[src/hdl/wsa_pkg.sv]
`default_nettype none
package wsa_pkg;

  localparam int unsigned MaxAps = 16;
  localparam int unsigned IdxW = $clog2(MaxAps);
  localparam int unsigned CntW = $clog2(MaxAps + 1);

  localparam logic [23:0] ReqTimeoutRst = 24'd1000000;
  localparam logic [23:0] ForgetAgeRst = 24'd5000000;
  localparam logic [47:0] TimeMax = 48'hFFFF_FFFF_FFFF;

  typedef enum logic [2:0] {
    CMD_BEACON   = 3'd0,
    CMD_ACK      = 3'd1,
    CMD_NACK     = 3'd2,
    CMD_DISASSOC = 3'd3,
    CMD_CLEANUP  = 3'd4,
    CMD_DATA     = 3'd5,
    CMD_TIMER    = 3'd6,
    CMD_IGNORE   = 3'd7
  } cmd_e;

  typedef enum logic [1:0] {
    TX_NONE     = 2'd0,
    TX_ASSOC    = 2'd1,
    TX_DISASSOC = 2'd2,
    TX_DATA     = 2'd3
  } tx_kind_e;

  localparam logic CfgReqTimeout = 1'b0;
  localparam logic CfgForgetAge = 1'b1;

  typedef enum logic [2:0] {
    ST_IDLE,
    ST_FIND,
    ST_SELECT,
    ST_CLEAN,
    ST_OUT
  } state_e;

  typedef struct packed {
    logic [2:0]  command;
    logic [31:0] source_addr;
    logic signed [15:0] rx_strength;
    logic [47:0] now_time;
  } in_item_t;

  typedef struct packed {
    logic [1:0]  tx_kind;
    logic [31:0] tx_dest;
    logic        is_associated;
    logic [31:0] partner_addr;
    logic        is_asking;
    logic [31:0] asked_addr;
    logic [47:0] time_added;
    logic        table_full_drop;
  } out_item_t;

  // Controller to datapath commands
  typedef struct packed {
    logic load;      // capture the input item, reset scan
    logic find_step; // compare one entry against the source address
    logic find_done; // apply the beacon insert or refresh
    logic sel_step;  // test one entry for the best candidate
    logic sel_done;  // issue the association request if any
    logic clean_step; // test one entry for aging
    logic finish;    // apply simple commands, form the result
  } ctrl_t;

  // Datapath to controller status
  typedef struct packed {
    cmd_e cmd;
    logic scan_end;    // index at the current count
    logic found;       // beacon source already in the table
    logic need_select; // neither associated nor asking
  } stat_t;

endpackage
`default_nettype wire

[src/hdl/wsa_ctrl.sv]
`default_nettype none
module wsa_ctrl (
  input  wire logic           clk_i,
  input  wire logic           rst_ni,
  input  wire logic           in_valid_i,
  output logic                in_ready_o,
  output logic                out_valid_o,
  input  wire logic           out_ready_i,
  input  wire wsa_pkg::stat_t stat_i,
  output wsa_pkg::ctrl_t      ctrl_o
);
  import wsa_pkg::*;

  state_e state_q, state_d;

  // Next state
  always_comb begin
    state_d = state_q;
    case (state_q)
      ST_IDLE: begin
        if (in_valid_i) state_d = ST_FIND;
      end
      ST_FIND: begin
        case (stat_i.cmd)
          CMD_BEACON: begin
            if (stat_i.found || stat_i.scan_end) state_d = ST_SELECT;
          end
          CMD_CLEANUP: state_d = ST_CLEAN;
          default: state_d = ST_OUT;
        endcase
      end
      ST_SELECT: begin
        if (!stat_i.need_select || stat_i.scan_end) state_d = ST_OUT;
      end
      ST_CLEAN: begin
        if (stat_i.scan_end) state_d = ST_OUT;
      end
      ST_OUT: begin
        if (out_ready_i) state_d = ST_IDLE;
      end
      default: state_d = ST_IDLE;
    endcase
  end

  // Outputs
  always_comb begin
    ctrl_o = '0;
    in_ready_o = 1'b0;
    out_valid_o = 1'b0;
    case (state_q)
      ST_IDLE: begin
        in_ready_o = 1'b1;
        ctrl_o.load = in_valid_i;
      end
      ST_FIND: begin
        if (stat_i.cmd == CMD_BEACON) begin
          ctrl_o.find_step = 1'b1;
          ctrl_o.find_done = stat_i.found || stat_i.scan_end;
        end else if (stat_i.cmd != CMD_CLEANUP) begin
          ctrl_o.finish = 1'b1;
        end
      end
      ST_SELECT: begin
        ctrl_o.sel_step = stat_i.need_select && !stat_i.scan_end;
        ctrl_o.sel_done = stat_i.need_select && stat_i.scan_end;
      end
      ST_CLEAN: ctrl_o.clean_step = !stat_i.scan_end;
      ST_OUT: out_valid_o = 1'b1;
      default: ;
    endcase
  end

  always_ff @(posedge clk_i or negedge rst_ni) begin
    if (!rst_ni) state_q <= ST_IDLE;
    else state_q <= state_d;
  end

endmodule
`default_nettype wire

[config.mk]
export PLATFORM = sky130hd
export DESIGN_NAME = wsa_ctrl
export DESIGN_NICKNAME = d
export VERILOG_FILES = /design/src/hdl/wsa_pkg.sv /design/src/hdl/wsa_ctrl.sv
export SDC_FILE = /design/constraint.sdc
export NUM_CORES = 1
export LEC_CHECK = 0
export BUFFER_PORTS_ARGS = -buffer_cell sky130_fd_sc_hd__buf_2
export CAP_MARGIN = 0
export CORE_AREA = 10 10 47 49
export CTS_CLUSTER_SIZE = 8
export DETAILED_ROUTE_END_ITERATION = 8
export DIE_AREA = 0 0 57 59
export SYNTH_ARGS = -nofsm -noshare
export SYNTH_HDL_FRONTEND = slang
export SYNTH_SLANG_ARGS = --single-unit
[constraint.sdc]
create_clock -name clk_i -period 1.5 [get_ports clk_i]
set_input_delay 0.3 -clock clk_i [delete_from_list [all_inputs] [get_ports clk_i]]
set_output_delay 0.3 -clock clk_i [all_outputs]
set_load 0.05 [all_outputs]
==> results.cfg <==
[pwr]
total_power_mw = 1.44
vdd_drop_max_v = 0.000910
cellPowerDensity_nw_per_um2 = 1970
p_leak_nw = 0.355

[cells_and_area]
stdcell_count = 90
drive_gt1_share_pct = 77.0
fin_nets = 85
top_regs = state_q: 3 flops
syn_to_final_growth_pct = 137
largest_register_ff_count = 3
regMostFlops = state_q
antennaDiodeCount = 0

[synthesis]
synthArstFlopShare_pct = 100
yosysTopAreaCell = dfrtp_1
synth_compound_area_share_pct = 24.8
ys_warn_count = 0
synth_nets = 44
synth.area.top_cells = dfrtp_1 24%, a22oi_4 6.9%, o41ai_2 5.3%, a21oi_1 4.9%, mux2_4 4.9%
muxShareOfSynthArea_pct = 8.13
synth_edf_count = 0
syn_area_um2 = 308
synth_area_per_cell_um2 = 9.05
synthSimpleGateAreaFrac_pct = 35.0
synth_fa_ha_area_share_pct = 0
syn_inst = 34
synth_ff_type = dfrtp_1
synth.distinct_cells = 25
ys_seq_area_share_pct = 24.4
netlist.area_leader.share_pct = 24.4
synth_top_family_by_area = simple AND/OR/NAND/NOR gates
synth_common_cells = 3 x a21oi_1, 3 x dfrtp_1, 3 x nor2_1
synth-seq-cells = 3
synth_xor_area_share_pct = 0

[clock_tree]
clkTransAtPathRegs_ns = 0.04
ctsLongestPathBuffers = 2
root_buffer = clkbuf_4
cts_tree = yes
numCtsBuffers = 3
clkSinkCount = 3
clk_latency_ns = 0.23
htreeDepth = 1

[placed_design]
placed_cells = 77
io_buffers = 18
gp_congestion = 0.773
place.detailed.hpwl_um = 766

[setup_path]
arrival_ns = 1.30
cp-end-kind = output port
crit_family = flip-flops
slowest_delay_ns = 0.44
crit_type = reg -> out
cp.required_ns = 1.20
worstSetupStartpointType = register
cp_cell_sequence = buf_4 -> nor3_4 -> and2_4 -> buf_8
crit_path_top_delay_cell = dfrtp_2
worst-path-max-fanout = 6
crit_buf_inv = 2

[timing]
max_slew_margin_pct = 72.4
fin_skew_ns = 0.000746
final_max_slew_viol_count = 0
tightest_slew_ns = 0.410
layout_setup_ws_ns = -0.103
finalCritPeriodShare_pct = 107
fmax_ghz = 0.624
hold_ws_ns = 0.279
period_minus_slack_ns = 1.60
hold_viol = 0
tns_ns = -0.626
rsz0062_at_grt = true
finalSetupViolations = 9

[detailed_routing]
totalWireLength_um = 1030
viasPerCell = 4.49
avgRoutedWirePerCell_um = 11.5
antenna_left = 0
remaining_drc_errors = 0
dr.pass1.iters = 1
route.vias.total = 404
drt_iter0_drc = 0

[die]
die_h_um = 59
io_pins = 19
die_area_um2 = 3360
fp-row-count = 14
fp.coreArea_um2 = 1400
fp.dieW_um = 57
start_util_pct = 22.0

[outcome]
violations = negative setup slack
status = finished with violations

[min_path]
hp-class = in -> reg

[grt]
antenna_found_initial = 0
grt_pass1_vias = 433
overflow = 0
grt_use_total_pct = 6.02
grt_max_degree = 7
grt_pass1_wl_um = 1720

[run]
maxCapViolations = 0
## kinds of logic after synthesis
kind of cell / after synthesis
buffers and inverters: 4
DFF: 3
muxes: 2
AOI/OAI and AO/OA: 8
and+or+nand+nor: 17
## per-stage QoR
step | setup WS (ns) | cell area, um2 | util [%]
after floorplan | -0.103 | 370 | -
after global placement | -0.0363 | 541 | 38.6
after detailed placement | -0.0557 | 541 | 38.6
after CTS | -0.103 | 707 | 50.4
after global routing | -0.163 | 728 | 52.0
final | -0.103 | 728 | 52.0
## worst reg2reg max path, stage by stage, from the launching register on
cell	delay [ns]
dfrtp_2	0.43
buf_4	0.15
or2_1	0.25
a22oi_4	0.15
o41ai_2	0.13
mux2_4	0.30
## path summary, 6_finish.rpt
check,from,end,slack [ns],cells past startpoint
worst min register to register,state_q[0],state_q[2],0.66,3
min in group asynchronous,rst_ni,state_q[2],0.39,2
max in group asynchronous,rst_ni,state_q[0],1.00,2
worst max-delay path,state_q[1],ctrl_o[6],-0.10,4
worst max register to register,state_q[0],state_q[0],-0.03,5
worst min-delay path,out_ready_i,state_q[2],0.28,2
## report_power, final
| part | internal (mW) | switching, mW | total [mW] |
|---|---|---|---|
| Combinational | 0.599 | 0.503 | 1.10 |
| Sequential | 0.125 | 0.0689 | 0.194 |
| Clock | 0.0996 | 0.0400 | 0.140 |
| Total | 0.824 | 0.612 | 1.44 |
## layer usage
layer  global-route usage, %  vias to the layer above  share of wire, %
met5                       0                        -                 0
met3                    2.79                        2                12
met2                    9.92                       20                48
met1                    6.32                      182                38
met4                    3.02                        0               1.3
li1                        -                      200                 -
## cell usage in the layout (no fill, tap or decap)
master and instances:
o41ai_2 1, nor3b_2 1, nor2_1 2, dfrtp_2 3, buf_8 6, nor2_4 2, clkbuf_1 1, mux2_4 1
and3b_2 1, clkbuf_4 3, nor3_4 1, nor3b_4 1, nand3_4 1, and3_4 1, o21a_4 1, a21oi_1 3
buf_4 18, or3_1 1, o32ai_1 1, mux2i_1 1, buf_2 9, a21boi_0 1, buf_6 4, nand2_1 2
dlygate4sd3_1 1, a22oi_4 1, and2_4 2, inv_1 2, or2_1 1, nand3b_1 1
## area by class of cell
cell class	count	area (um2)
repair buffers	38	325
clock buffers	4	26.3
well taps	16	20.0
multi-input cells	27	270
flip-flops and latches	3	78.8
inverters	2	7.51
fillers	137	673
## repair_timing
| action | 4_1_cts | 5_1_grt |
|---|---|---|
| hold endpoints to repair | 3 | 0 |
| setup buffers | 7 | 1 |
| setup endpoints to repair | 10 | 11 |
| pin swaps | 5 | 3 |
| resized for setup | 25 | 5 |
| hold buffers | 1 | 0 |
No activity file was read; power rests on OpenSTA's default activity.
